`config.mk`:
```
export PLATFORM = sky130hd
export DESIGN_NAME = pulse_beat_rate_detector_unit_flat
export DESIGN_NICKNAME = d
export VERILOG_FILES = /design/src/hdl/pbrd_pkg.sv /design/src/hdl/pbrd_stream_if.sv /design/src/hdl/pbrd_seq.sv /design/src/hdl/pbrd_dp.sv /design/src/hdl/pulse_beat_rate_detector_unit.sv /design/src/flat_wrapper.sv
export VERILOG_INCLUDE_DIRS = /design/src /design/src/hdl
export SDC_FILE = /design/constraint.sdc
export NUM_CORES = 2
export LEC_CHECK = 0
export BUFFER_PORTS_ARGS = -buffer_cell sky130_fd_sc_hd__buf_2
export CORE_MARGIN = 2
export CORE_UTILIZATION = 31
export CTS_BUF_LIST = sky130_fd_sc_hd__clkbuf_4
export DETAILED_ROUTE_END_ITERATION = 8
export PLACE_DENSITY = 0.51
export REMOVE_ABC_BUFFERS = 1
export SLEW_MARGIN = 20
export SYNTH_ARGS = -nofsm -noshare
export SYNTH_HDL_FRONTEND = slang
export SYNTH_SLANG_ARGS = --single-unit
```
`constraint.sdc`:
```
create_clock -name clk_i -period 10.12 [get_ports clk_i]
set_clock_uncertainty 0.05 [all_clocks]
set_input_delay 2.024 -clock clk_i [delete_from_list [all_inputs] [get_ports clk_i]]
set_output_delay 2.024 -clock clk_i [all_outputs]
set_load 0.005 [all_outputs]
```
`src/hdl/pulse_beat_rate_detector_unit_defines.svh`:
```
// Assertion macros shared by the pulse beat rate detector RTL.
// Depends on nothing; included by the files that carry concurrent assertions.
`ifndef PULSE_BEAT_RATE_DETECTOR_UNIT_DEFINES_SVH
`define PULSE_BEAT_RATE_DETECTOR_UNIT_DEFINES_SVH

// Same-cycle implication, disabled while reset is asserted.
`define PBRD_ASSERT_IMP(lbl, clk, rst_n, ante, cons) \
  lbl: assert property (@(posedge clk) disable iff (!rst_n) (ante) |-> (cons)) \
    else $error("pbrd: assertion failed");

// Next-cycle implication, disabled while reset is asserted.
`define PBRD_ASSERT_NXT(lbl, clk, rst_n, ante, cons) \
  lbl: assert property (@(posedge clk) disable iff (!rst_n) (ante) |=> (cons)) \
    else $error("pbrd: assertion failed");

`endif

```
`src/hdl/pbrd_pkg.sv`:
```
// Shared types, constants and the microcode table of the pulse beat rate detector.
// Depends on nothing; used by every other file of the block except the defines header.
package pbrd_pkg;

  // Default parameter values.
  localparam int SAMPLE_BITS_DEF = 12;
  localparam int FRAC_BITS_DEF   = 16;
  localparam int TIME_BITS_DEF   = 32;

  // Fixed widths of the configuration fields.
  localparam int Q_W         = 16;  // Q0.16 ratio, decay and blend
  localparam int MIN_SWING_W = 12;
  localparam int MS_W        = 16;
  localparam int BPM_W       = 8;
  localparam int CFG_DATA_W  = 16;
  localparam int CFG_IDX_W   = 3;

  // Rate numerator: milliseconds per minute.
  localparam int RATE_NUM   = 60000;
  localparam int RATE_NUM_W = 16;

  // Reset value of the smoothed threshold, integer part.
  localparam int THR_RESET = 2020;

  localparam int UPC_W = 4;

  typedef enum logic [CFG_IDX_W-1:0] {
    CFG_THRESHOLD_RATIO = 3'd0,
    CFG_ENVELOPE_DECAY  = 3'd1,
    CFG_THRESHOLD_BLEND = 3'd2,
    CFG_MIN_SWING       = 3'd3,
    CFG_REFRACTORY_MS   = 3'd4,
    CFG_RATE_LOW_BPM    = 3'd5,
    CFG_RATE_HIGH_BPM   = 3'd6,
    CFG_ALARM_BPM       = 3'd7
  } cfg_idx_e;

  typedef struct packed {
    logic [Q_W-1:0]         threshold_ratio;
    logic [Q_W-1:0]         envelope_decay;
    logic [Q_W-1:0]         threshold_blend;
    logic [MIN_SWING_W-1:0] min_swing;
    logic [MS_W-1:0]        refractory_ms;
    logic [BPM_W-1:0]       rate_low_bpm;
    logic [BPM_W-1:0]       rate_high_bpm;
    logic [BPM_W-1:0]       alarm_bpm;
  } cfg_t;

  localparam cfg_t CFG_RESET = '{
    threshold_ratio: 16'd45875,
    envelope_decay:  16'd655,
    threshold_blend: 16'd3277,
    min_swing:       12'd5,
    refractory_ms:   16'd300,
    rate_low_bpm:    8'd50,
    rate_high_bpm:   8'd250,
    alarm_bpm:       8'd130
  };

  // Datapath operations, one per control word.
  typedef enum logic [3:0] {
    OP_NOP,
    OP_LOAD,
    OP_SWING,
    OP_MUL_RATIO,
    OP_TARGET,
    OP_MUL_THR,
    OP_ACC_MUL,
    OP_BLEND,
    OP_CLAMP,
    OP_BEAT,
    OP_DIV,
    OP_RATE,
    OP_MUL_DMAX,
    OP_DEC_MAX,
    OP_DEC_MIN,
    OP_OUT
  } op_e;

  // Jump conditions; the jump is taken when the condition holds.
  typedef enum logic [2:0] {
    C_NEVER,
    C_NO_INPUT,
    C_NO_RATE,
    C_DIV_BUSY,
    C_OUT_BUSY
  } cond_e;

  typedef struct packed {
    op_e              op;
    cond_e            cond;
    logic [UPC_W-1:0] jump;
    logic [UPC_W-1:0] next;
  } uword_t;

  // Status the datapath reports to the sequencer.
  typedef struct packed {
    logic in_valid;
    logic out_free;
    logic rate_go;
    logic div_busy;
  } seq_stat_t;

  // Step addresses that are jump targets.
  localparam logic [UPC_W-1:0] ST_LOAD  = 4'd0;
  localparam logic [UPC_W-1:0] ST_DIV   = 4'd9;
  localparam logic [UPC_W-1:0] ST_DECAY = 4'd11;
  localparam logic [UPC_W-1:0] ST_OUT   = 4'd14;

  function automatic uword_t uw(input op_e op, input cond_e cond,
                                input logic [UPC_W-1:0] jump,
                                input logic [UPC_W-1:0] next);
    uword_t w;
    w.op   = op;
    w.cond = cond;
    w.jump = jump;
    w.next = next;
    return w;
  endfunction

  // Microcode program: one word per sample-processing step.
  function automatic uword_t ucode_rom(input logic [UPC_W-1:0] pc);
    uword_t w;
    case (pc)
      4'd0:    w = uw(OP_LOAD,      C_NO_INPUT, ST_LOAD,  4'd1);
      4'd1:    w = uw(OP_SWING,     C_NEVER,    ST_LOAD,  4'd2);
      4'd2:    w = uw(OP_MUL_RATIO, C_NEVER,    ST_LOAD,  4'd3);
      4'd3:    w = uw(OP_TARGET,    C_NEVER,    ST_LOAD,  4'd4);
      4'd4:    w = uw(OP_MUL_THR,   C_NEVER,    ST_LOAD,  4'd5);
      4'd5:    w = uw(OP_ACC_MUL,   C_NEVER,    ST_LOAD,  4'd6);
      4'd6:    w = uw(OP_BLEND,     C_NEVER,    ST_LOAD,  4'd7);
      4'd7:    w = uw(OP_CLAMP,     C_NEVER,    ST_LOAD,  4'd8);
      4'd8:    w = uw(OP_BEAT,      C_NO_RATE,  ST_DECAY, ST_DIV);
      4'd9:    w = uw(OP_DIV,       C_DIV_BUSY, ST_DIV,   4'd10);
      4'd10:   w = uw(OP_RATE,      C_NEVER,    ST_LOAD,  ST_DECAY);
      4'd11:   w = uw(OP_MUL_DMAX,  C_NEVER,    ST_LOAD,  4'd12);
      4'd12:   w = uw(OP_DEC_MAX,   C_NEVER,    ST_LOAD,  4'd13);
      4'd13:   w = uw(OP_DEC_MIN,   C_NEVER,    ST_LOAD,  ST_OUT);
      4'd14:   w = uw(OP_OUT,       C_OUT_BUSY, ST_OUT,   ST_LOAD);
      default: w = uw(OP_NOP,       C_NEVER,    ST_LOAD,  ST_LOAD);
    endcase
    return w;
  endfunction

endpackage

```
`src/hdl/pbrd_stream_if.sv`:
```
// Valid/ready stream interfaces for the sample input and the result output.
// Depends on pbrd_pkg for default widths.
interface pbrd_in_if #(
  parameter int SAMPLE_BITS = pbrd_pkg::SAMPLE_BITS_DEF,
  parameter int TIME_BITS   = pbrd_pkg::TIME_BITS_DEF
);
  logic                   valid;
  logic                   ready;
  logic [SAMPLE_BITS-1:0] sample;
  logic [TIME_BITS-1:0]   time_ms;

  modport source (output valid, output sample, output time_ms, input ready);
  modport sink   (input valid, input sample, input time_ms, output ready);
endinterface

interface pbrd_out_if #(
  parameter int SAMPLE_BITS = pbrd_pkg::SAMPLE_BITS_DEF
);
  logic                         valid;
  logic                         ready;
  logic [SAMPLE_BITS-1:0]       sample_out;
  logic                         beat;
  logic                         rate_valid;
  logic [pbrd_pkg::BPM_W-1:0]   rate_bpm;
  logic                         alarm;

  modport source (output valid, output sample_out, output beat, output rate_valid,
                  output rate_bpm, output alarm, input ready);
  modport sink   (input valid, input sample_out, input beat, input rate_valid,
                  input rate_bpm, input alarm, output ready);
endinterface

```
`src/hdl/pbrd_seq.sv`:
```
// Microcode sequencer: step counter, control store and jump logic.
// Depends on pbrd_pkg for the control word, the program and the status struct.
module pbrd_seq (
  input  logic                clk_i,
  input  logic                rst_ni,
  input  pbrd_pkg::seq_stat_t stat_i,
  output pbrd_pkg::op_e       op_o
);

  logic [pbrd_pkg::UPC_W-1:0] pc_q, pc_d;
  pbrd_pkg::uword_t           word;
  logic                       take;

  always_comb begin
    word = pbrd_pkg::ucode_rom(pc_q);
    case (word.cond)
      pbrd_pkg::C_NEVER:    take = 1'b0;
      pbrd_pkg::C_NO_INPUT: take = !stat_i.in_valid;
      pbrd_pkg::C_NO_RATE:  take = !stat_i.rate_go;
      pbrd_pkg::C_DIV_BUSY: take = stat_i.div_busy;
      pbrd_pkg::C_OUT_BUSY: take = !stat_i.out_free;
      default:              take = 1'b0;
    endcase
    pc_d = take ? word.jump : word.next;
    op_o = word.op;
  end

  always_ff @(posedge clk_i or negedge rst_ni) begin
    if (!rst_ni) begin
      pc_q <= pbrd_pkg::ST_LOAD;
    end else begin
      pc_q <= pc_d;
    end
  end

endmodule

```
`src/hdl/pbrd_dp.sv`:
```
// Datapath of the pulse beat rate detector: envelopes, threshold, shared multiplier,
// serial rate divider and output register. Depends on pbrd_pkg and the defines header.
`include "pulse_beat_rate_detector_unit_defines.svh"

module pbrd_dp #(
  parameter int SAMPLE_BITS = pbrd_pkg::SAMPLE_BITS_DEF,
  parameter int FRAC_BITS   = pbrd_pkg::FRAC_BITS_DEF,
  parameter int TIME_BITS   = pbrd_pkg::TIME_BITS_DEF
) (
  input  logic                       clk_i,
  input  logic                       rst_ni,
  input  pbrd_pkg::op_e              op_i,
  input  pbrd_pkg::cfg_t             cfg_i,
  input  logic                       in_valid_i,
  input  logic [SAMPLE_BITS-1:0]     sample_i,
  input  logic [TIME_BITS-1:0]       time_ms_i,
  input  logic                       out_ready_i,
  output pbrd_pkg::seq_stat_t        stat_o,
  output logic                       out_valid_o,
  output logic [SAMPLE_BITS-1:0]     sample_out_o,
  output logic                       beat_o,
  output logic                       rate_valid_o,
  output logic [pbrd_pkg::BPM_W-1:0] rate_bpm_o,
  output logic                       alarm_o
);

  localparam int W     = SAMPLE_BITS + FRAC_BITS;
  localparam int QW    = pbrd_pkg::Q_W;
  localparam int MB    = QW + 1;
  localparam int PW    = W + MB;
  localparam int SWW   = pbrd_pkg::MIN_SWING_W + FRAC_BITS;
  localparam int CMPW  = (W > SWW) ? W : SWW;
  localparam int NW    = pbrd_pkg::RATE_NUM_W;
  localparam int DCW   = $clog2(NW);
  localparam int BW    = pbrd_pkg::BPM_W;
  localparam logic [MB-1:0]  Q_ONE    = MB'(1) << QW;
  localparam logic [DCW-1:0] DIV_LAST = DCW'(NW - 1);
  localparam logic [W-1:0]   MIN_RST  = W'({SAMPLE_BITS{1'b1}}) << FRAC_BITS;
  localparam logic [W-1:0]   THR_RST  = W'(pbrd_pkg::THR_RESET) << FRAC_BITS;

  // Persistent detector state.
  logic [W-1:0]           max_q, max_d, min_q, min_d, thr_q, thr_d;
  logic [SAMPLE_BITS-1:0] prev_q, prev_d;
  logic [TIME_BITS-1:0]   last_beat_q, last_beat_d;
  logic                   beat_seen_q, beat_seen_d, alarm_q, alarm_d;

  // Per-sample working registers.
  logic [SAMPLE_BITS-1:0] smp_q, smp_d;
  logic [TIME_BITS-1:0]   now_q, now_d, dt_q, dt_d, rem_q, rem_d;
  logic [W-1:0]           swing_q, swing_d, tgt_q, tgt_d;
  logic [PW-1:0]          prod_q, prod_d, acc_q, acc_d;
  logic [NW-1:0]          quo_q, quo_d;
  logic [DCW-1:0]         div_cnt_q, div_cnt_d;
  logic                   beat_q, beat_d, rv_q, rv_d;
  logic [BW-1:0]          bpm_q, bpm_d;

  // Output register.
  logic                   out_valid_q, out_valid_d;
  logic [SAMPLE_BITS-1:0] out_smp_q, out_smp_d;
  logic                   out_beat_q, out_beat_d, out_rv_q, out_rv_d, out_alarm_q, out_alarm_d;
  logic [BW-1:0]          out_bpm_q, out_bpm_d;

  logic [W-1:0]      s_fix, prev_fix, s_in_fix, thr_lo;
  logic [W-1:0]      mul_a;
  logic [MB-1:0]     mul_b;
  logic [PW:0]       blend_sum;
  logic [TIME_BITS:0] trial, dt_ext;
  logic              div_ge, swing_ok, beat_now, out_free, in_fire;
  logic              div_end, thr_in_env;

  assign s_fix    = W'(smp_q) << FRAC_BITS;
  assign prev_fix = W'(prev_q) << FRAC_BITS;
  assign s_in_fix = W'(sample_i) << FRAC_BITS;
  assign out_free = !out_valid_q || out_ready_i;
  assign in_fire  = (op_i == pbrd_pkg::OP_LOAD) && in_valid_i;

  assign swing_ok = CMPW'(swing_q) > (CMPW'(cfg_i.min_swing) << FRAC_BITS);
  assign beat_now = (s_fix >= thr_q) && (prev_fix < thr_q) && swing_ok
                    && (dt_q > TIME_BITS'(cfg_i.refractory_ms));

  assign trial  = {rem_q, quo_q[NW-1]};
  assign dt_ext = {1'b0, dt_q};
  assign div_ge = trial >= dt_ext;

  assign blend_sum = (PW+1)'(acc_q) + (PW+1)'(prod_q);
  assign thr_lo    = (thr_q < min_q) ? min_q : thr_q;

  assign stat_o.in_valid = in_valid_i;
  assign stat_o.out_free = out_free;
  assign stat_o.rate_go  = beat_now && beat_seen_q;
  assign stat_o.div_busy = div_cnt_q != DIV_LAST;

  // Last divider step, and the threshold lying between the envelopes.
  assign div_end    = (op_i == pbrd_pkg::OP_DIV) && (div_cnt_q == DIV_LAST);
  assign thr_in_env = (thr_q >= min_q) && (thr_q <= max_q);

  // Shared multiplier operand selection; the product is registered every cycle.
  always_comb begin
    mul_a = '0;
    mul_b = '0;
    case (op_i)
      pbrd_pkg::OP_MUL_RATIO: begin
        mul_a = swing_q;
        mul_b = MB'(cfg_i.threshold_ratio);
      end
      pbrd_pkg::OP_MUL_THR: begin
        mul_a = thr_q;
        mul_b = Q_ONE - MB'(cfg_i.threshold_blend);
      end
      pbrd_pkg::OP_ACC_MUL: begin
        mul_a = tgt_q;
        mul_b = MB'(cfg_i.threshold_blend);
      end
      pbrd_pkg::OP_MUL_DMAX: begin
        mul_a = max_q - s_fix;
        mul_b = MB'(cfg_i.envelope_decay);
      end
      pbrd_pkg::OP_DEC_MAX: begin
        mul_a = s_fix - min_q;
        mul_b = MB'(cfg_i.envelope_decay);
      end
      default: begin
        mul_a = '0;
        mul_b = '0;
      end
    endcase
    prod_d = PW'(mul_a) * PW'(mul_b);
  end

  always_comb begin
    max_d       = max_q;
    min_d       = min_q;
    thr_d       = thr_q;
    prev_d      = prev_q;
    last_beat_d = last_beat_q;
    beat_seen_d = beat_seen_q;
    alarm_d     = alarm_q;
    smp_d       = smp_q;
    now_d       = now_q;
    dt_d        = dt_q;
    rem_d       = rem_q;
    swing_d     = swing_q;
    tgt_d       = tgt_q;
    acc_d       = acc_q;
    quo_d       = quo_q;
    div_cnt_d   = div_cnt_q;
    beat_d      = beat_q;
    rv_d        = rv_q;
    bpm_d       = bpm_q;
    out_valid_d = out_valid_q && !out_ready_i;
    out_smp_d   = out_smp_q;
    out_beat_d  = out_beat_q;
    out_rv_d    = out_rv_q;
    out_bpm_d   = out_bpm_q;
    out_alarm_d = out_alarm_q;
    case (op_i)
      pbrd_pkg::OP_LOAD: begin
        if (in_fire) begin
          smp_d = sample_i;
          now_d = time_ms_i;
          // Envelopes first jump to cover the new sample.
          if (s_in_fix > max_q) begin
            max_d = s_in_fix;
          end
          if (s_in_fix < min_q) begin
            min_d = s_in_fix;
          end
        end
      end
      pbrd_pkg::OP_SWING: begin
        swing_d = max_q - min_q;
        dt_d    = now_q - last_beat_q;
      end
      pbrd_pkg::OP_TARGET: begin
        tgt_d = min_q + W'(prod_q >> QW);
      end
      pbrd_pkg::OP_ACC_MUL: begin
        acc_d = prod_q;
      end
      pbrd_pkg::OP_BLEND: begin
        thr_d = W'(blend_sum >> QW);
      end
      pbrd_pkg::OP_CLAMP: begin
        thr_d = (thr_lo > max_q) ? max_q : thr_lo;
      end
      pbrd_pkg::OP_BEAT: begin
        beat_d    = beat_now;
        rv_d      = 1'b0;
        bpm_d     = '0;
        rem_d     = '0;
        quo_d     = NW'(pbrd_pkg::RATE_NUM);
        div_cnt_d = '0;
        if (beat_now) begin
          last_beat_d = now_q;
          beat_seen_d = 1'b1;
        end
      end
      pbrd_pkg::OP_DIV: begin
        // One restoring step: one quotient bit per cycle, MSB first.
        rem_d     = div_ge ? TIME_BITS'(trial - dt_ext) : trial[TIME_BITS-1:0];
        quo_d     = {quo_q[NW-2:0], div_ge};
        div_cnt_d = div_cnt_q + DCW'(1);
      end
      pbrd_pkg::OP_RATE: begin
        if (quo_q > NW'(cfg_i.rate_low_bpm) && quo_q < NW'(cfg_i.rate_high_bpm)) begin
          rv_d    = 1'b1;
          bpm_d   = quo_q[BW-1:0];
          alarm_d = quo_q >= NW'(cfg_i.alarm_bpm);
        end
      end
      pbrd_pkg::OP_DEC_MAX: begin
        max_d = max_q - W'(prod_q >> QW);
      end
      pbrd_pkg::OP_DEC_MIN: begin
        min_d  = min_q + W'(prod_q >> QW);
        prev_d = smp_q;
      end
      pbrd_pkg::OP_OUT: begin
        if (out_free) begin
          out_valid_d = 1'b1;
          out_smp_d   = smp_q;
          out_beat_d  = beat_q;
          out_rv_d    = rv_q;
          out_bpm_d   = bpm_q;
          out_alarm_d = alarm_q;
        end
      end
      default: begin
      end
    endcase
  end

  always_ff @(posedge clk_i or negedge rst_ni) begin
    if (!rst_ni) begin
      max_q       <= '0;
      min_q       <= MIN_RST;
      thr_q       <= THR_RST;
      prev_q      <= '1;
      last_beat_q <= '0;
      beat_seen_q <= 1'b0;
      alarm_q     <= 1'b0;
      div_cnt_q   <= '0;
      out_valid_q <= 1'b0;
    end else begin
      max_q       <= max_d;
      min_q       <= min_d;
      thr_q       <= thr_d;
      prev_q      <= prev_d;
      last_beat_q <= last_beat_d;
      beat_seen_q <= beat_seen_d;
      alarm_q     <= alarm_d;
      div_cnt_q   <= div_cnt_d;
      out_valid_q <= out_valid_d;
    end
  end

  always_ff @(posedge clk_i) begin
    smp_q       <= smp_d;
    now_q       <= now_d;
    dt_q        <= dt_d;
    rem_q       <= rem_d;
    swing_q     <= swing_d;
    tgt_q       <= tgt_d;
    prod_q      <= prod_d;
    acc_q       <= acc_d;
    quo_q       <= quo_d;
    beat_q      <= beat_d;
    rv_q        <= rv_d;
    bpm_q       <= bpm_d;
    out_smp_q   <= out_smp_d;
    out_beat_q  <= out_beat_d;
    out_rv_q    <= out_rv_d;
    out_bpm_q   <= out_bpm_d;
    out_alarm_q <= out_alarm_d;
  end

  assign out_valid_o  = out_valid_q;
  assign sample_out_o = out_smp_q;
  assign beat_o       = out_beat_q;
  assign rate_valid_o = out_rv_q;
  assign rate_bpm_o   = out_bpm_q;
  assign alarm_o      = out_alarm_q;

  `PBRD_ASSERT_IMP(a_rate_after_beat, clk_i, rst_ni, op_i == pbrd_pkg::OP_RATE, beat_q)
  `PBRD_ASSERT_NXT(a_div_done, clk_i, rst_ni, div_end, op_i == pbrd_pkg::OP_RATE)
  `PBRD_ASSERT_IMP(a_thr_clamped, clk_i, rst_ni, op_i == pbrd_pkg::OP_BEAT, thr_in_env)
  `PBRD_ASSERT_IMP(a_rate_has_beat, clk_i, rst_ni, out_valid_q && out_rv_q, out_beat_q)
  `PBRD_ASSERT_NXT(a_out_loaded, clk_i, rst_ni, op_i == pbrd_pkg::OP_OUT && out_free, out_valid_q)

endmodule

```
`src/hdl/pulse_beat_rate_detector_unit.sv`:
```
// Top level of the pulse beat rate detector: configuration registers, sequencer and datapath.
// Depends on pbrd_pkg, pbrd_stream_if, pbrd_seq and pbrd_dp.
//
// Usage: each input beat on in_i carries one sensor sample and its millisecond timestamp;
// each accepted sample yields exactly one output beat on out_o carrying the sample, a beat
// flag, the heart rate (with its valid flag) and the current alarm level.
// The block works on one sample at a time under a microcoded sequencer. A sample that
// produces a rate (second and later beats) runs the 60000/interval division in a restoring
// divider that retires one quotient bit per cycle; other samples skip the divider steps.
// The output sits in its own register, so the next sample is accepted while a result is
// still waiting; if the receiver stalls, the sequencer holds at its output step until the
// register frees up, and the input stays not ready meanwhile.
// Configuration is written through cfg_we_i/cfg_idx_i/cfg_data_i, one register per cycle;
// the user must write it only while the block is idle, which the block itself does not enforce.
// Reset restores all configuration registers to their defaults, empties the output register
// and returns the envelopes, threshold and beat history to their initial values; the block
// is ready for a sample in the first cycle after reset.
module pulse_beat_rate_detector_unit #(
  parameter int SAMPLE_BITS = pbrd_pkg::SAMPLE_BITS_DEF,
  parameter int FRAC_BITS   = pbrd_pkg::FRAC_BITS_DEF,
  parameter int TIME_BITS   = pbrd_pkg::TIME_BITS_DEF
) (
  input  logic                            clk_i,
  input  logic                            rst_ni,
  input  logic                            cfg_we_i,
  input  logic [pbrd_pkg::CFG_IDX_W-1:0]  cfg_idx_i,
  input  logic [pbrd_pkg::CFG_DATA_W-1:0] cfg_data_i,
  pbrd_in_if.sink                         in_i,
  pbrd_out_if.source                      out_o
);

  pbrd_pkg::cfg_t      cfg_q, cfg_d;
  pbrd_pkg::op_e       op;
  pbrd_pkg::seq_stat_t stat;

  // Register file: the index selects one field, which takes the low bits of the data.
  always_comb begin
    cfg_d = cfg_q;
    if (cfg_we_i) begin
      case (pbrd_pkg::cfg_idx_e'(cfg_idx_i))
        pbrd_pkg::CFG_THRESHOLD_RATIO:
          cfg_d.threshold_ratio = cfg_data_i[pbrd_pkg::Q_W-1:0];
        pbrd_pkg::CFG_ENVELOPE_DECAY:
          cfg_d.envelope_decay = cfg_data_i[pbrd_pkg::Q_W-1:0];
        pbrd_pkg::CFG_THRESHOLD_BLEND:
          cfg_d.threshold_blend = cfg_data_i[pbrd_pkg::Q_W-1:0];
        pbrd_pkg::CFG_MIN_SWING:
          cfg_d.min_swing = cfg_data_i[pbrd_pkg::MIN_SWING_W-1:0];
        pbrd_pkg::CFG_REFRACTORY_MS:
          cfg_d.refractory_ms = cfg_data_i[pbrd_pkg::MS_W-1:0];
        pbrd_pkg::CFG_RATE_LOW_BPM:
          cfg_d.rate_low_bpm = cfg_data_i[pbrd_pkg::BPM_W-1:0];
        pbrd_pkg::CFG_RATE_HIGH_BPM:
          cfg_d.rate_high_bpm = cfg_data_i[pbrd_pkg::BPM_W-1:0];
        pbrd_pkg::CFG_ALARM_BPM:
          cfg_d.alarm_bpm = cfg_data_i[pbrd_pkg::BPM_W-1:0];
        default: begin
        end
      endcase
    end
  end

  always_ff @(posedge clk_i or negedge rst_ni) begin
    if (!rst_ni) begin
      cfg_q <= pbrd_pkg::CFG_RESET;
    end else begin
      cfg_q <= cfg_d;
    end
  end

  // The input is ready only at the load step of the program.
  assign in_i.ready = (op == pbrd_pkg::OP_LOAD);

  pbrd_seq u_seq (
    .clk_i  (clk_i),
    .rst_ni (rst_ni),
    .stat_i (stat),
    .op_o   (op)
  );

  pbrd_dp #(
    .SAMPLE_BITS (SAMPLE_BITS),
    .FRAC_BITS   (FRAC_BITS),
    .TIME_BITS   (TIME_BITS)
  ) u_dp (
    .clk_i        (clk_i),
    .rst_ni       (rst_ni),
    .op_i         (op),
    .cfg_i        (cfg_q),
    .in_valid_i   (in_i.valid),
    .sample_i     (in_i.sample),
    .time_ms_i    (in_i.time_ms),
    .out_ready_i  (out_o.ready),
    .stat_o       (stat),
    .out_valid_o  (out_o.valid),
    .sample_out_o (out_o.sample_out),
    .beat_o       (out_o.beat),
    .rate_valid_o (out_o.rate_valid),
    .rate_bpm_o   (out_o.rate_bpm),
    .alarm_o      (out_o.alarm)
  );

endmodule
```
`src/flat_wrapper.sv`:
```
// flat-port wrapper written by rule: the top's interface ports become plain ports
module pulse_beat_rate_detector_unit_flat 
#(
  parameter int SAMPLE_BITS = pbrd_pkg::SAMPLE_BITS_DEF,
  parameter int FRAC_BITS   = pbrd_pkg::FRAC_BITS_DEF,
  parameter int TIME_BITS   = pbrd_pkg::TIME_BITS_DEF
)
  (clk_i, rst_ni, cfg_we_i, cfg_idx_i, cfg_data_i, in_i_valid, in_i_sample, in_i_time_ms, in_i_ready, out_o_valid, out_o_sample_out, out_o_beat, out_o_rate_valid, out_o_rate_bpm, out_o_alarm, out_o_ready);
  pbrd_in_if #(.SAMPLE_BITS(SAMPLE_BITS), .TIME_BITS(TIME_BITS)) in_i_i ();
  pbrd_out_if #(.SAMPLE_BITS(SAMPLE_BITS)) out_o_i ();
  input  logic clk_i;
  input  logic rst_ni;
  input  logic cfg_we_i;
  input  logic [pbrd_pkg::CFG_IDX_W-1:0] cfg_idx_i;
  input  logic [pbrd_pkg::CFG_DATA_W-1:0] cfg_data_i;
  input wire logic [$bits(in_i_i.valid)-1:0] in_i_valid;
  input wire logic [$bits(in_i_i.sample)-1:0] in_i_sample;
  input wire logic [$bits(in_i_i.time_ms)-1:0] in_i_time_ms;
  output wire logic [$bits(in_i_i.ready)-1:0] in_i_ready;
  output wire logic [$bits(out_o_i.valid)-1:0] out_o_valid;
  output wire logic [$bits(out_o_i.sample_out)-1:0] out_o_sample_out;
  output wire logic [$bits(out_o_i.beat)-1:0] out_o_beat;
  output wire logic [$bits(out_o_i.rate_valid)-1:0] out_o_rate_valid;
  output wire logic [$bits(out_o_i.rate_bpm)-1:0] out_o_rate_bpm;
  output wire logic [$bits(out_o_i.alarm)-1:0] out_o_alarm;
  input wire logic [$bits(out_o_i.ready)-1:0] out_o_ready;
  assign in_i_i.valid = in_i_valid;
  assign in_i_i.sample = in_i_sample;
  assign in_i_i.time_ms = in_i_time_ms;
  assign in_i_ready = in_i_i.ready;
  assign out_o_valid = out_o_i.valid;
  assign out_o_sample_out = out_o_i.sample_out;
  assign out_o_beat = out_o_i.beat;
  assign out_o_rate_valid = out_o_i.rate_valid;
  assign out_o_rate_bpm = out_o_i.rate_bpm;
  assign out_o_alarm = out_o_i.alarm;
  assign out_o_i.ready = out_o_ready;
  pulse_beat_rate_detector_unit #(.SAMPLE_BITS(SAMPLE_BITS), .FRAC_BITS(FRAC_BITS), .TIME_BITS(TIME_BITS)) u_core (.clk_i(clk_i), .rst_ni(rst_ni), .cfg_we_i(cfg_we_i), .cfg_idx_i(cfg_idx_i), .cfg_data_i(cfg_data_i), .in_i(in_i_i), .out_o(out_o_i));
endmodule
```
==> impl_metrics.sql <==
INSERT INTO impl_metrics (metric_group, metric, value, unit) VALUES
('critical_path', 'path_max_fanout', '13', ''),
('timing', 'grt_setup_unrepaired', 'false', ''),
('cells_and_area', 'area_delta_synth_final', '11.70', '%'),
('synth', 'yosys_register_bits', '540', ''),
('synth', 'yosysWarningCount', '0', ''),
('die', 'num_io_pins', '93', ''),
('die', 'floorplan.die.height', '402.8', 'um'),
('routing', 'detail-route-antenna-nets', '0', ''),
('cts', 'ctsHtreeMaxLevel', '4', ''),
('synth', 'yosys.area.top_type_share', '0.1600', ''),
('critical_path', 'path_class', 'reg2reg', ''),
('critical_path', 'cp_data_required_time', '11.09', 'ns'),
('cells_and_area', 'drive_above_1_share', '0.1326', ''),
('synth', 'dominant_cell_type_by_area_after_synthesis', 'sky130_fd_sc_hd__fa_1', ''),
('routing', 'routed_length_per_instance', '21.14', 'um'),
('placement', 'numPortBuffers', '92', ''),
('cells_and_area', 'final_net_count', '6301', ''),
('critical_path', 'crit_top_cell', 'sky130_fd_sc_hd__fa_1', ''),
('timing', 'holdWs', '0.3682', 'ns'),
('global_routing', 'first_global_vias', '39210', ''),
('routing', 'route.top_layer_used', 'met5', ''),
('synth', 'share_of_flip_flops_with_an_asynchronous_set_or_reset_after_synthesis', '0.4426', ''),
('synth', 'synthesis.area', '49300', 'um2'),
('worst_hold_path', 'min-delay-path-class', 'reg2reg', ''),
('synth', 'synth_cells', '5157', ''),
('critical_path', 'startpoint_kind_of_the_worst_setup_timing_path', 'flop', ''),
('routing', 'drt_first_pass_iters', '6', ''),
('timing', 'setup_slack', '0.5247', 'ns'),
('routing', 'drtIter0Drc', '3050', ''),
('global_routing', 'global_route.usage.total', '0.1989', ''),
('synth', 'synth.distinct_cells', '80', ''),
('cts', 'post-cts-setup-buffer-count', '0', ''),
('synth', 'seq_area_frac_synth', '0.2975', ''),
('cts', 'cts-root-buf', 'sky130_fd_sc_hd__clkbuf_4', ''),
('timing', 'final-hold-violation-count', '0', ''),
('global_routing', 'grt_max_degree', '156', ''),
('placement', 'routabilityCongestion', '0.9157', ''),
('critical_path', 'cp_data_arrival_time', '10.56', 'ns'),
('synth', 'synth_area_per_cell', '9.560', 'um2'),
('cts', 'numCtsBuffers', '162', ''),
('die', 'initial_util', '0.3116', ''),
('synth', 'postSynth.topFlopCell', 'sky130_fd_sc_hd__edfxtp_1', ''),
('cts', 'cts_num_sinks', '540', ''),
('timing', 'timing_worst_slew_pin_value', '1.139', 'ns'),
('timing', 'post-route-period-util', '0.9482', ''),
('routing', 'drt-met1-wl', '73590', 'um'),
('timing', 'timing.final.max_slew_violations', '0', ''),
('critical_path', 'crit_slowest_cell', 'sky130_fd_sc_hd__dfstp_2', ''),
('cts', 'clk_pin_slew', '0.07', 'ns'),
('die', 'die_outline_width', '402.8', 'um'),
('routing', 'detail_route.drc_violations', '0', ''),
('cts', 'clock_insertion_delay_worst_skew', '1.16', 'ns'),
('timing', 'setup_viol', '0', ''),
('routing', 'drt-vias-per-instance', '5.167', ''),
('cts', 'cts_tree', 'yes', ''),
('cts', 'cts_max_path_buffers', '3', ''),
('cells_and_area', 'count_of_fill_cells_added_during_filler_insertion', '16280', ''),
('synth', 'largest_cells_by_area_after_synthesis', 'sky130_fd_sc_hd__fa_1 (16%), sky130_fd_sc_hd__edfxtp_1 (16%), sky130_fd_sc_hd__ha_1 (12%)', ''),
('status', 'result_of_the_run', 'complete, no violations', ''),
('timing', 'slew_headroom', '0.2409', ''),
('routing', 'overall_via_count_from_detail_route', '39130', ''),
('critical_path', 'worst_setup_path_end_kind', 'flop', ''),
('timing', 'fmaxAchievable', '0.1042', 'GHz'),
('timing', 'finalWorstPathRequiredPeriod', '9.595', 'ns'),
('flow_run', 'drv.max_cap_violation_count', '0', ''),
('die', 'core.rowCount', '146', ''),
('routing', 'met2_length', '70220', 'um'),
('placement', 'detailedPlace.worstSlack', '0.2041', 'ns'),
('global_routing', 'grt_antenna_before_repair', '12', ''),
('routing', 'route.met3.wl', '10710', 'um'),
('synth', 'synth_edf_count', '257', ''),
('global_routing', 'grt_pass1_wl', '245500', 'um'),
('die', 'core_area', '158200', 'um2'),
('global_routing', 'grt-ovfl-total', '0', ''),
('placement', 'dpl.hpwl', '126000', 'um'),
('die', 'dieArea', '162200', 'um2'),
('routing', 'totalWireLength', '160100', 'um'),
('critical_path', 'slowest_delay', '0.56', 'ns');
area by class of cell:
type	count	area, um2	share of cell area
Multi-Input combinational cell	3718	31450	0.5712
Sequential cell	540	14670	0.2664
Clock buffer	250	1877	0.03408
Inverter	735	2761	0.05015
Timing Repair Buffer	197	1321	0.02400
Antenna cell	9	22.52	0.0004090
Tap cell	2072	2592	0.04708
Clock inverter	52	369.1	0.006703
synth_stat cells (all sizes together) (11+ instances only):
| cell type | n |
|---|---|
| a21o | 149 |
| a222oi | 14 |
| a22oi | 43 |
| o22ai | 27 |
| o211ai | 32 |
| clkbuf | 150 |
| nor2b | 68 |
| mux2i | 55 |
| o2111ai | 11 |
| mux2 | 129 |
| a21oi | 220 |
| inv | 734 |
| and2 | 66 |
| and3 | 39 |
| dfxtp | 44 |
| xor2 | 56 |
| nand2 | 574 |
| nor2 | 297 |
| edfxtp | 257 |
| nand4 | 55 |
| a211oi | 36 |
| o21ai | 220 |
| xnor2 | 148 |
| or3 | 35 |
| a211o | 12 |
| and4 | 18 |
| o21a | 60 |
| o21bai | 22 |
| a21boi | 16 |
| dfrtp | 169 |
| o31ai | 28 |
| buf | 14 |
| nor4 | 28 |
| nand2b | 51 |
| dfstp | 70 |
| a31oi | 32 |
| nand3 | 63 |
| a221o | 18 |
| ha | 485 |
| nor3 | 67 |
| fa | 394 |
| a221oi | 11 |
| or2 | 16 |
state kept, by name, summed over array words and instances, names as in the netlist, 32 cells and up:
signal and cells:
u_core.u_dp.now_q 32, u_core.cfg_q 100, u_core.u_dp.acc_q 44, u_core.u_dp.rem_q 32, u_core.u_dp.last_beat_q 32, u_core.u_dp.dt_q 32
u_core.u_dp.prod_q 44
worst max-delay path: cells and delay by family (launching register included):
kind / cells / cell delay, ns
adder cells (fa/ha/maj): 8 / 3.80
AO/OA/AOI/OAI: 15 / 3.76
buffers and inverters: 5 / 0.68
flip-flops: 1 / 0.56
AND/OR/NAND/NOR: 2 / 0.47
XOR/XNOR: 1 / 0.16
logic make-up after synthesis:
family,share of synthesized area
AND/OR/NAND/NOR,0.1343
AO/OA/AOI/OAI,0.1395
buffers and inverters,0.06870
adder cells (fa/ha/maj),0.2831
flip-flops,0.2975
XOR/XNOR,0.03624
multiplexers,0.04063
placed cells by master, fill, tap and decap left out, types with 17 or more instances in the layout:
| cell | n |
|---|---|
| sky130_fd_sc_hd__inv_1 | 733 |
| sky130_fd_sc_hd__nand2_1 | 573 |
| sky130_fd_sc_hd__ha_1 | 485 |
| sky130_fd_sc_hd__fa_1 | 394 |
| sky130_fd_sc_hd__nor2_1 | 290 |
| sky130_fd_sc_hd__edfxtp_1 | 257 |
| sky130_fd_sc_hd__clkbuf_4 | 251 |
| sky130_fd_sc_hd__o21ai_0 | 217 |
| sky130_fd_sc_hd__a21oi_1 | 216 |
| sky130_fd_sc_hd__dfrtp_1 | 169 |
| sky130_fd_sc_hd__a21o_1 | 149 |
| sky130_fd_sc_hd__xnor2_1 | 148 |
| sky130_fd_sc_hd__mux2_2 | 129 |
| sky130_fd_sc_hd__buf_4 | 99 |
| sky130_fd_sc_hd__buf_2 | 91 |
| sky130_fd_sc_hd__dfstp_2 | 70 |
| sky130_fd_sc_hd__nor2b_1 | 68 |
| sky130_fd_sc_hd__and2_1 | 65 |
| sky130_fd_sc_hd__nand3_1 | 62 |
| sky130_fd_sc_hd__nor3_1 | 62 |
| sky130_fd_sc_hd__o21a_1 | 60 |
| sky130_fd_sc_hd__xor2_1 | 56 |
| sky130_fd_sc_hd__nand4_1 | 55 |
| sky130_fd_sc_hd__mux2i_1 | 55 |
| sky130_fd_sc_hd__nand2b_1 | 51 |
| sky130_fd_sc_hd__dfxtp_1 | 44 |
| sky130_fd_sc_hd__a22oi_1 | 43 |
| sky130_fd_sc_hd__and3_1 | 38 |
| sky130_fd_sc_hd__a211oi_1 | 36 |
| sky130_fd_sc_hd__or3_1 | 34 |
| sky130_fd_sc_hd__o211ai_1 | 32 |
| sky130_fd_sc_hd__a31oi_1 | 31 |
| sky130_fd_sc_hd__clkinv_1 | 30 |
| sky130_fd_sc_hd__o31ai_1 | 28 |
| sky130_fd_sc_hd__nor4_1 | 27 |
| sky130_fd_sc_hd__o22ai_1 | 27 |
| sky130_fd_sc_hd__o21bai_1 | 22 |
| sky130_fd_sc_hd__and4_1 | 18 |
| sky130_fd_sc_hd__a221o_1 | 17 |
what timing repair did:
action                                  in CTS  in global routing
hold buffers                                 0                  0
resized for setup                            0                  7
endpoints found under the setup margin       0                  5
worst paths after layout:
kind	from	endpoint	slack (ns)	cells after the start
setup / recovery	u_core.u_dp.min_q[17]$_DFFE_PN1P_	u_core.u_dp.prod_q[42]$_DFF_P_	0.52	31
hold / removal	u_core.u_dp.bpm_q[6]$_SDFFCE_PN0P_	u_core.u_dp.rate_bpm_o[6]$_DFFE_PP_	0.37	0
setup reg to reg	u_core.u_dp.min_q[17]$_DFFE_PN1P_	u_core.u_dp.prod_q[42]$_DFF_P_	0.52	31
hold reg to reg	u_core.u_dp.bpm_q[6]$_SDFFCE_PN0P_	u_core.u_dp.rate_bpm_o[6]$_DFFE_PP_	0.37	0
max in group asynchronous	rst_ni	u_core.cfg_q[76]$_DFFE_PN0P_	7.64	2
min in group asynchronous	rst_ni	u_core.u_dp.thr_q[27]$_DFFE_PN0P_	0.94	1
metal layers:
layer,GRT usage,vias up
met5,0,-
met4,0.07543,4
met3,0.03160,268
met2,0.3031,1280
met1,0.2827,19370
li1,-,18200
stage by stage:
stage               utilization  cells  setup TNS (ns)  cell area [um2]
finish                   0.3481   7573               0            55060
global placement         0.3335   7261               0            52760
global route             0.3480   7570               0            55060
detailed placement       0.3335   7261               0            52760
floorplan                     -   4993          -2.116            48670
CTS                      0.3477   7563               0            55010
Power is left out: the tool's default activity adds up to more than one toggle a clock period on the data nets, which glitch-free logic cannot reach.
